**src/hw/rtl/wedm_pkg.sv**
```systemverilog
// ----------------------------------------------------------------------------
// wedm_pkg: shared types and constants of the weighted edit distance unit
// Transaction types, command codes, controller states, the command and status
// bundles between controller and datapath, and saturating arithmetic helpers.
// ----------------------------------------------------------------------------
package wedm_pkg;

	localparam int DIST_W  = 24;
	localparam int COST_W  = 16;
	localparam int SYM_W   = 8;
	localparam int ENTRY_W = SYM_W + DIST_W;

	localparam logic [DIST_W-1:0] DIST_MAX = {DIST_W{1'b1}};

	// Register indexes of the configuration port.
	localparam logic [1:0] REG_REPLACE = 2'd0;
	localparam logic [1:0] REG_INSERT  = 2'd1;
	localparam logic [1:0] REG_DELETE  = 2'd2;
	localparam logic [1:0] REG_MERGE   = 2'd3;

	localparam logic [COST_W-1:0] COST_RESET = COST_W'(1);

	typedef enum logic [1:0] {
		CMD_CLEAR  = 2'd0,
		CMD_APPEND = 2'd1,
		CMD_TARGET = 2'd2,
		CMD_ANSWER = 2'd3
	} cmd_t;

	typedef struct packed {
		cmd_t             cmd;
		logic [SYM_W-1:0] symbol;
	} in_t;

	typedef struct packed {
		logic [DIST_W-1:0] distance;
		logic              source_overflow;
	} out_t;

	typedef struct packed {
		logic [COST_W-1:0] replace_cost;
		logic [COST_W-1:0] insert_cost;
		logic [COST_W-1:0] delete_cost;
		logic [COST_W-1:0] merge_cost;
	} costs_t;

	typedef enum logic [1:0] {
		ST_IDLE,
		ST_RUN,
		ST_DRAIN
	} state_t;

	// Commands from the controller to the datapath.
	typedef struct packed {
		logic clear;
		logic append;
		logic start_pass;
		logic issue;
		logic emit;
	} ctrl_cmd_t;

	// Status from the datapath to the controller.
	typedef struct packed {
		logic len_zero;
		logic last_issue;
		logic pipe_empty;
		logic out_busy;
	} dp_status_t;

	function automatic logic [DIST_W-1:0] sat_add(input logic [DIST_W-1:0] a,
		input logic [COST_W-1:0] b);
		logic [DIST_W:0] s;
		s = {1'b0, a} + {{(DIST_W + 1 - COST_W){1'b0}}, b};
		return s[DIST_W] ? DIST_MAX : s[DIST_W-1:0];
	endfunction

	function automatic logic [DIST_W-1:0] min2(input logic [DIST_W-1:0] a,
		input logic [DIST_W-1:0] b);
		return (a < b) ? a : b;
	endfunction

endpackage

```
**src/hw/rtl/wedm_ram.sv**
```systemverilog
// ----------------------------------------------------------------------------
// wedm_ram: generic simple dual-port RAM
// One write port and one read port, read data registered.
// ----------------------------------------------------------------------------
module wedm_ram #(
	parameter int WIDTH = 32,
	parameter int DEPTH = 64
) (
	input  logic                                    clk,
	input  logic                                    we,
	input  logic [(DEPTH > 1 ? $clog2(DEPTH) : 1)-1:0] waddr,
	input  logic [WIDTH-1:0]                        wdata,
	input  logic [(DEPTH > 1 ? $clog2(DEPTH) : 1)-1:0] raddr,
	output logic [WIDTH-1:0]                        rdata
);

	logic [WIDTH-1:0] mem_q [DEPTH];

	always_ff @(posedge clk) begin
		if (we) begin
			mem_q[waddr] <= wdata;
		end
		rdata <= mem_q[raddr];
	end

endmodule

```
**src/hw/rtl/wedm_ctrl.sv**
```systemverilog
// ----------------------------------------------------------------------------
// wedm_ctrl: command decode and sequencing
// Accepts input transactions, decodes commands and steps the column pass.
// ----------------------------------------------------------------------------
module wedm_ctrl (
	input  logic                clk,
	input  logic                arst_n,
	input  logic                in_valid,
	input  wedm_pkg::cmd_t      in_cmd,
	output logic                in_stall,
	input  logic                out_stall,
	input  wedm_pkg::dp_status_t status,
	output wedm_pkg::ctrl_cmd_t command
);

	wedm_pkg::state_t state_q, state_d;
	logic             accept;

	always_ff @(posedge clk or negedge arst_n) begin
		if (!arst_n) begin
			state_q <= wedm_pkg::ST_IDLE;
		end else begin
			state_q <= state_d;
		end
	end

	always_comb begin
		state_d  = state_q;
		command  = '0;
		// An answer waits while the previous result is still held at the output.
		in_stall = (state_q != wedm_pkg::ST_IDLE) ||
			((in_cmd == wedm_pkg::CMD_ANSWER) && status.out_busy && out_stall);
		accept   = in_valid && !in_stall;

		case (state_q)
			wedm_pkg::ST_IDLE: begin
				if (accept) begin
					case (in_cmd)
						wedm_pkg::CMD_CLEAR:  command.clear = 1'b1;
						wedm_pkg::CMD_APPEND: command.append = 1'b1;
						wedm_pkg::CMD_TARGET: begin
							command.start_pass = 1'b1;
							if (!status.len_zero) begin
								state_d = wedm_pkg::ST_RUN;
							end
						end
						wedm_pkg::CMD_ANSWER: command.emit = 1'b1;
						default: ;
					endcase
				end
			end
			wedm_pkg::ST_RUN: begin
				command.issue = 1'b1;
				if (status.last_issue) begin
					state_d = wedm_pkg::ST_DRAIN;
				end
			end
			wedm_pkg::ST_DRAIN: begin
				if (status.pipe_empty) begin
					state_d = wedm_pkg::ST_IDLE;
				end
			end
			default: state_d = wedm_pkg::ST_IDLE;
		endcase
	end

endmodule

```
**src/hw/rtl/wedm_dp.sv**
```systemverilog
// ----------------------------------------------------------------------------
// wedm_dp: cost column datapath
// Holds the source symbols and cost column in one RAM and updates the column
// one entry per cycle through a two-stage recurrence pipeline.
// ----------------------------------------------------------------------------
module wedm_dp #(
	parameter int MAX_SOURCE_LEN = 64
) (
	input  logic                 clk,
	input  logic                 arst_n,
	input  wedm_pkg::ctrl_cmd_t  command,
	input  logic [wedm_pkg::SYM_W-1:0] symbol,
	input  wedm_pkg::costs_t     costs,
	output wedm_pkg::dp_status_t status,
	output logic                 out_valid,
	input  logic                 out_stall,
	output wedm_pkg::out_t       out_data
);

	localparam int AW = (MAX_SOURCE_LEN > 1) ? $clog2(MAX_SOURCE_LEN) : 1;
	localparam int LW = $clog2(MAX_SOURCE_LEN + 1);

	// Problem state. Entry 0 of the column lives in a register; entry i >= 1 is
	// stored at RAM address i-1 next to source symbol i-1. tail_q mirrors the
	// column entry at the current source length.
	logic [LW-1:0]              len_q;
	logic                       ovf_q;
	logic [wedm_pkg::DIST_W-1:0] col0_q;
	logic [wedm_pkg::DIST_W-1:0] tail_q;
	logic [wedm_pkg::SYM_W-1:0]  tsym_q;

	// Pass pipeline.
	logic [AW-1:0]              rd_idx_q;
	logic [AW-1:0]              wr_idx_q;
	logic                       rv_s1;
	logic                       first_s1;
	logic [wedm_pkg::DIST_W-1:0] prev1_q;
	logic [wedm_pkg::DIST_W-1:0] prev2_q;
	logic [wedm_pkg::DIST_W-1:0] newprev_q;
	logic                       v_s2;
	logic [wedm_pkg::DIST_W-1:0] part_s2;
	logic [wedm_pkg::SYM_W-1:0]  asym_s2;

	logic                       out_v_q;
	wedm_pkg::out_t             out_q;

	// RAM interface.
	logic                        ram_we;
	logic [AW-1:0]               ram_waddr;
	logic [wedm_pkg::ENTRY_W-1:0] ram_wdata;
	logic [wedm_pkg::ENTRY_W-1:0] ram_rdata;

	logic [wedm_pkg::SYM_W-1:0]  rd_sym;
	logic [wedm_pkg::DIST_W-1:0] rd_cost;
	logic [wedm_pkg::DIST_W-1:0] diag_c;
	logic [wedm_pkg::DIST_W-1:0] ins_c;
	logic [wedm_pkg::DIST_W-1:0] mrg_c;
	logic [wedm_pkg::DIST_W-1:0] part_c;
	logic [wedm_pkg::DIST_W-1:0] new_c;
	logic [wedm_pkg::DIST_W-1:0] col0_new;
	logic [wedm_pkg::DIST_W-1:0] load_c;
	logic                        full;

	wedm_ram #(
		.WIDTH(wedm_pkg::ENTRY_W),
		.DEPTH(MAX_SOURCE_LEN)
	) u_ram (
		.clk  (clk),
		.we   (ram_we),
		.waddr(ram_waddr),
		.wdata(ram_wdata),
		.raddr(rd_idx_q),
		.rdata(ram_rdata)
	);

	assign full     = (len_q == LW'(MAX_SOURCE_LEN));
	assign col0_new = wedm_pkg::sat_add(col0_q, costs.insert_cost);
	assign load_c   = wedm_pkg::sat_add(tail_q, costs.delete_cost);

	// Stage 1: the three terms that depend only on the old column.
	assign rd_sym  = ram_rdata[wedm_pkg::ENTRY_W-1 -: wedm_pkg::SYM_W];
	assign rd_cost = ram_rdata[wedm_pkg::DIST_W-1:0];
	assign diag_c  = (rd_sym == tsym_q) ? prev1_q
		: wedm_pkg::sat_add(prev1_q, costs.replace_cost);
	assign ins_c   = wedm_pkg::sat_add(rd_cost, costs.insert_cost);
	assign mrg_c   = first_s1 ? wedm_pkg::DIST_MAX
		: wedm_pkg::sat_add(prev2_q, costs.merge_cost);
	assign part_c  = wedm_pkg::min2(wedm_pkg::min2(ins_c, diag_c), mrg_c);

	// Stage 2: fold in the delete term from the freshly computed entry below.
	assign new_c = wedm_pkg::min2(part_s2, wedm_pkg::sat_add(newprev_q, costs.delete_cost));

	always_comb begin
		ram_we    = 1'b0;
		ram_waddr = wr_idx_q;
		ram_wdata = {asym_s2, new_c};
		if (v_s2) begin
			ram_we = 1'b1;
		end else if (command.append && !full) begin
			ram_we    = 1'b1;
			ram_waddr = len_q[AW-1:0];
			ram_wdata = {symbol, load_c};
		end
	end

	always_ff @(posedge clk or negedge arst_n) begin
		if (!arst_n) begin
			len_q    <= '0;
			ovf_q    <= 1'b0;
			col0_q   <= '0;
			tail_q   <= '0;
			rd_idx_q <= '0;
			wr_idx_q <= '0;
			rv_s1    <= 1'b0;
			first_s1 <= 1'b0;
			v_s2     <= 1'b0;
			out_v_q  <= 1'b0;
		end else begin
			rv_s1    <= command.issue;
			first_s1 <= command.issue && (rd_idx_q == '0);
			v_s2     <= rv_s1;

			if (command.clear) begin
				len_q  <= '0;
				ovf_q  <= 1'b0;
				col0_q <= '0;
				tail_q <= '0;
			end
			if (command.append) begin
				if (full) begin
					ovf_q <= 1'b1;
				end else begin
					len_q  <= len_q + LW'(1);
					tail_q <= load_c;
				end
			end
			if (command.start_pass) begin
				col0_q   <= col0_new;
				tail_q   <= col0_new;
				rd_idx_q <= '0;
				wr_idx_q <= '0;
			end
			if (command.issue) begin
				rd_idx_q <= rd_idx_q + AW'(1);
			end
			if (v_s2) begin
				wr_idx_q <= wr_idx_q + AW'(1);
				tail_q   <= new_c;
			end

			if (command.emit) begin
				out_v_q <= 1'b1;
			end else if (out_v_q && !out_stall) begin
				out_v_q <= 1'b0;
			end
		end
	end

	always_ff @(posedge clk) begin
		if (command.start_pass) begin
			tsym_q    <= symbol;
			prev1_q   <= col0_q;
			newprev_q <= col0_new;
		end
		if (rv_s1) begin
			prev1_q <= rd_cost;
			prev2_q <= prev1_q;
			part_s2 <= part_c;
			asym_s2 <= rd_sym;
		end
		if (v_s2) begin
			newprev_q <= new_c;
		end
		if (command.emit) begin
			out_q.distance        <= tail_q;
			out_q.source_overflow <= ovf_q;
		end
	end

	assign status.len_zero   = (len_q == '0);
	assign status.last_issue = ((LW'(rd_idx_q) + LW'(1)) == len_q);
	assign status.pipe_empty = !rv_s1 && !v_s2;
	assign status.out_busy   = out_v_q;

	assign out_valid = out_v_q;
	assign out_data  = out_q;

endmodule

```
**src/hw/rtl/weighted_edit_distance_merge_unit.sv**
```systemverilog
// ----------------------------------------------------------------------------
// weighted_edit_distance_merge_unit: weighted edit distance with merge edit
// Computes the minimum weighted cost of turning a loaded source string into
// the target symbols streamed so far, using substitute, insert, delete and a
// merge of two source symbols into one target symbol.
// ----------------------------------------------------------------------------
//
//  Channel  Direction  Payload                        Handshake
//  -------  ---------  -----------------------------  ----------------------
//  in       sink       in_data  {cmd, symbol}         in_valid / in_stall
//  out      source     out_data {distance, overflow}  out_valid / out_stall
//  config   slave      4 x 16-bit cost registers      APB, pready always high
//
// For a target symbol the column RAM is swept one entry per cycle through a
// single shared recurrence unit, and the pipeline behind the registered read
// is then drained; with an empty source there is no sweep. Reset clears the
// control state and loads every cost register with 1; the column RAM needs
// no clearing pass, because entries are only read after they have been
// written by an append. An answer is held in an output register, so later
// transactions keep flowing while it waits, and only a second answer stalls
// while the first one is still unclaimed.
//
module weighted_edit_distance_merge_unit #(
	parameter int MAX_SOURCE_LEN = 64
) (
	input  logic            clk,
	input  logic            arst_n,

	input  logic            in_valid,
	output logic            in_stall,
	input  wedm_pkg::in_t   in_data,

	output logic            out_valid,
	input  logic            out_stall,
	output wedm_pkg::out_t  out_data,

	input  logic            psel,
	input  logic            penable,
	input  logic            pwrite,
	input  logic [3:0]      paddr,
	input  logic [31:0]     pwdata,
	output logic [31:0]     prdata,
	output logic            pready
);

	wedm_pkg::costs_t     costs_q;
	wedm_pkg::ctrl_cmd_t  command;
	wedm_pkg::dp_status_t status;
	logic [1:0]           reg_idx;
	logic                 cfg_write;

	// Configuration registers. Each register occupies one 32-bit word, and the
	// word index comes straight from the upper address bits.
	assign pready    = 1'b1;
	assign reg_idx   = paddr[3:2];
	assign cfg_write = psel && penable && pwrite && pready;

	always_ff @(posedge clk or negedge arst_n) begin
		if (!arst_n) begin
			costs_q.replace_cost <= wedm_pkg::COST_RESET;
			costs_q.insert_cost  <= wedm_pkg::COST_RESET;
			costs_q.delete_cost  <= wedm_pkg::COST_RESET;
			costs_q.merge_cost   <= wedm_pkg::COST_RESET;
		end else if (cfg_write) begin
			case (reg_idx)
				wedm_pkg::REG_REPLACE: costs_q.replace_cost <= pwdata[15:0];
				wedm_pkg::REG_INSERT:  costs_q.insert_cost  <= pwdata[15:0];
				wedm_pkg::REG_DELETE:  costs_q.delete_cost  <= pwdata[15:0];
				wedm_pkg::REG_MERGE:   costs_q.merge_cost   <= pwdata[15:0];
				default: ;
			endcase
		end
	end

	always_comb begin
		case (reg_idx)
			wedm_pkg::REG_REPLACE: prdata = {16'h0000, costs_q.replace_cost};
			wedm_pkg::REG_INSERT:  prdata = {16'h0000, costs_q.insert_cost};
			wedm_pkg::REG_DELETE:  prdata = {16'h0000, costs_q.delete_cost};
			wedm_pkg::REG_MERGE:   prdata = {16'h0000, costs_q.merge_cost};
			default:               prdata = '0;
		endcase
	end

	// The controller decides which transaction is taken and sequences the
	// column sweep; the datapath owns all problem state and the result register.
	wedm_ctrl u_ctrl (
		.clk      (clk),
		.arst_n   (arst_n),
		.in_valid (in_valid),
		.in_cmd   (in_data.cmd),
		.in_stall (in_stall),
		.out_stall(out_stall),
		.status   (status),
		.command  (command)
	);

	wedm_dp #(
		.MAX_SOURCE_LEN(MAX_SOURCE_LEN)
	) u_dp (
		.clk      (clk),
		.arst_n   (arst_n),
		.command  (command),
		.symbol   (in_data.symbol),
		.costs    (costs_q),
		.status   (status),
		.out_valid(out_valid),
		.out_stall(out_stall),
		.out_data (out_data)
	);

endmodule
```
**config.mk**
```make
export PLATFORM = sky130hd
export DESIGN_NAME = weighted_edit_distance_merge_unit
export DESIGN_NICKNAME = d
export VERILOG_FILES = /design/src/hw/rtl/wedm_pkg.sv /design/src/hw/rtl/wedm_ram.sv /design/src/hw/rtl/wedm_ctrl.sv /design/src/hw/rtl/wedm_dp.sv /design/src/hw/rtl/weighted_edit_distance_merge_unit.sv
export SDC_FILE = /design/constraint.sdc
export NUM_CORES = 2
export LEC_CHECK = 0
export BUFFER_PORTS_ARGS = -buffer_cell sky130_fd_sc_hd__buf_2
export CORE_ASPECT_RATIO = 1.2
export CORE_UTILIZATION = 65
export DETAILED_ROUTE_END_ITERATION = 10
export GPL_ROUTABILITY_DRIVEN = 0
export PLACE_DENSITY_LB_ADDON = 0.1
export SLEW_MARGIN = 10
export SYNTH_ARGS = -nofsm -noshare
export SYNTH_HDL_FRONTEND = slang
export SYNTH_SLANG_ARGS = --single-unit
```
**constraint.sdc**
```tcl
create_clock -name clk -period 21 [get_ports clk]
set_clock_uncertainty 0.15 [all_clocks]
set_input_delay 2.1 -clock clk [delete_from_list [all_inputs] [get_ports clk]]
set_output_delay 2.1 -clock clk [all_outputs]
set_load 0.01 [all_outputs]
```
==> run summary <==
Pleak - 35.76 nW
DR WL/cell - 35.61 um
Outcome - finished, final reports clean
Reg-to-reg endpoint - u_dp.part_s2[2]
TritonCTS clock tree - yes
DRT Wirelength - 265800 um
Die Wd - 357.4 um
Post-Synth Simple-Gate Area - 3.241%
YS warnings - 0
Layout cells sized above 1 - 26.74%
Hold Path Origin - u_dp.prev1_q[23]
Synth top area share - 66.60%
Clock tree sinks - 2355
Maximum vdd drop - 0.1605 mV
Clock Tree Buf Depth - 3
Vias per Instance - 7.061
Final Cycle Share - 44.51%
Final setup viols - 0
Post-synth top area cell - edfxtp_1
Critical path required time - 21.46 ns
Hold crit path type - flop to flop
Die area - 0.1531 mm2
Area Growth Syn to Fin - 10.76%
Hold Buf Count CTS - 0
Average cell area after synthesis - 19.30 um2
Clock Latency Late Sink - 0.87 ns
H-tree depth - 4
Core Region - 0.1505 mm2
Fillers - 8719
Critical path arrival - 9.80 ns
Unique masters post-synth - 78
Worst hold endpoint - u_dp.prev2_q[23]
Max-slew violation count - 0
Gr usage total - 35.47%
RSZ-0062 raised after global routing - no
Top FF cell, synth - edfxtp_1
FP Rows - 156
Drt first pass iters - 8
Async set-reset flop share out of synthesis - 5.860%
Xor/xnor cell area share of the yosys netlist - 0.9068%
First-pass GRT wire length - 376300 um
Clk slew on worst S/H paths - 0.07 ns
Max cap viols - 0
Min Tclk post-route - 9.346 ns
Slew headroom - 9.827%
F_max - 107.0 MHz
Largest family of logic cells by synthesized area - multiplexers
Initial antenna violation count - 10
Critical path class - flop to flop
Most frequent cells in the layout - edfxtp_1 (2185), mux4_2 (688), clkbuf_16 (218), nand2_1 (207), ha_1 (170)
Worst-Margin Slew - 1.324 ns
# DRC - 0
Post-synthesis mux area share - 17.80%
Post-CTS resize count - 0
# IOs - 113
CP max FO - 27
Post-synthesis compound-gate area fraction - 3.546%
EDFF count, synth - 2185
Startpoint types - flop
P per Cell Area - 156.8 mW/mm2
Number of buffers added on ports - 77
Chip height - 428.5 um
Post-layout util - 72.51%
Cell at the root of the clock tree - clkbuf_16
Crit. End Element - flop
Post-layout nets - 5533
Worst r2r src - u_dp.tsym_q[6]
Ranking of synthesized cells by area - edfxtp_1 (67%), mux4_2 (16%), dfrtp_1 (3.4%)
Initial drt markers - 6735
Flops & latches, synth - 2355
Gr ovfl total - 0
Flop2flop setup slack - 11.65 ns
Number of global-route vias before repair - 52860
Hold Crit Depth - 0
Synth Area in Adders - 2.281%
Hpwl dp - 147200 um
Cell count after synthesis - 5104
Largest net degree at the start of global routing - 115
Cells on worst reg2reg path - 27
Initial Utilization - 65.47%
Seq/Total Area, Yosys - 70.76%
Fin Setup TNS - 0 ns
Cts bufs inserted - 214
Hold Vio Cnt, Final - 0
Antenna-violating nets left - 0
Commonest non-fill, non-tap cell in the layout - edfxtp_1
Postcts setup bufs - 0
Netlist Area Pre-Place - 0.09852 mm2
Via count - 52690
[final cells by class]
type / count / area (um2) / area share (%)
Antenna cell: 6 / 15.01 / 0.01376
Clock buffer: 289 / 5792 / 5.307
Clock inverter: 105 / 983.4 / 0.9012
Inverter: 112 / 420.4 / 0.3852
Multi-Input combinational cell: 2405 / 28210 / 25.85
Sequential cell: 2355 / 69740 / 63.90
Tap cell: 1975 / 2471 / 2.264
Timing Repair Buffer: 216 / 1498 / 1.372
[synthesized netlist by cell type (all sizes together) (100+ instances only)]
| library cell | instances |
|---|---|
| mux2 | 133 |
| dfrtp | 134 |
| buf | 100 |
| edfxtp | 2185 |
| ha | 170 |
| mux4 | 688 |
| clkbuf | 147 |
| nor2 | 209 |
| o21ai | 147 |
| nand2 | 208 |
| a21oi | 142 |
| inv | 112 |
[worst max-delay path, cell delays in order (launching register included)]
cell and delay (ns):
edfxtp_1 0.39, xor2_1 0.19, nor4_2 0.89, nand2_1 0.83, o21ai_0 0.50, or2_2 0.20
o41a_1 0.14, inv_1 0.05, ha_1 0.31, nand4_1 0.10, nor3_1 0.47, nand3_1 0.16
nor4_1 0.37, nor2b_1 0.13, a41oi_2 0.54, buf_4 0.39, mux2i_1 0.46, inv_1 0.08
ha_1 0.30, or3_1 0.10, o21ai_0 0.07, a21oi_1 0.17, o211ai_1 0.17, or3_1 0.37
nor3_1 0.20, a2111o_1 0.60, buf_4 0.37, mux2_2 0.38
[per-stage QoR]
step / cells / area, um2 / power, mW / worst slack, ns / hold slack, ns
after floorplan: 5119 / 98580 / 11.12 / 12.44 / 0.2731
after global placement: 7063 / 102300 / 13.09 / 11.93 / 0.2823
after detailed placement: 7063 / 102300 / 13.27 / 11.89 / 0.2849
after CTS: 7457 / 109100 / 17.10 / 11.83 / 0.3011
after global routing: 7459 / 109100 / 17.69 / 11.06 / 0.3168
final: 7463 / 109100 / 17.11 / 11.65 / 0.3078
[cells by family (layout without fill, tap and decap cells)]
logic type / after synthesis / count (layout)
DFF: 2355 / 2355
muxes: 870 / 870
and+or+nand+nor: 695 / 695
AOI/OAI and AO/OA: 545 / 545
buffers and inverters: 359 / 722
adders and majority gates: 176 / 176
xor gates and xnor gates: 102 / 102
other: 2 / 23
[layer usage]
metal / GRT usage (%) / wire length (um) / vias up / part of all wire, %
met2: 56.69 / 130700 / 3271 / 49
met5: 0 / 27 / - / 0.010
met4: 21.86 / 18850 / 4 / 7.1
met1: 45.13 / 91880 / 27390 / 35
li1: - / - / 21340 / -
met3: 7.094 / 24350 / 698 / 9.2
[report_power, final]
group / internal (mW) / switching, mW / total (mW)
sequential: 6.67 / 0.343 / 7.01
combinational: 2.33 / 3.94 / 6.27
clock: 2.13 / 1.70 / 3.83
[flip-flops by register name (all words and copies together) (netlist names), 8 cells and up]
signal / flops
u_dp.tsym_q: 8
u_dp.asym_s2: 8
costs_q: 64
u_dp.u_ram.rdata: 32
u_dp.prev1_q: 24
u_dp.col0_q: 24
u_dp.newprev_q: 24
u_dp.out_data: 25
u_dp.prev2_q: 24
u_dp.u_ram.mem_q: 2048
u_dp.tail_q: 24
u_dp.part_s2: 24
[how the worst max path moves through the flow]
stage | start | to | cells past startpoint
after global routing | u_dp.tsym_q[6] | u_dp.part_s2[2] | 27
after detailed placement | u_dp.tsym_q[6] | u_dp.part_s2[1] | 27
after floorplan | costs_q[16] | u_dp.u_ram.mem_q[0][0] | 22
after global placement | u_dp.tsym_q[6] | u_dp.part_s2[1] | 27
after CTS | u_dp.tsym_q[6] | u_dp.part_s2[1] | 27
final | u_dp.tsym_q[6] | u_dp.part_s2[2] | 27
No activity file was read; power rests on OpenSTA's default activity.
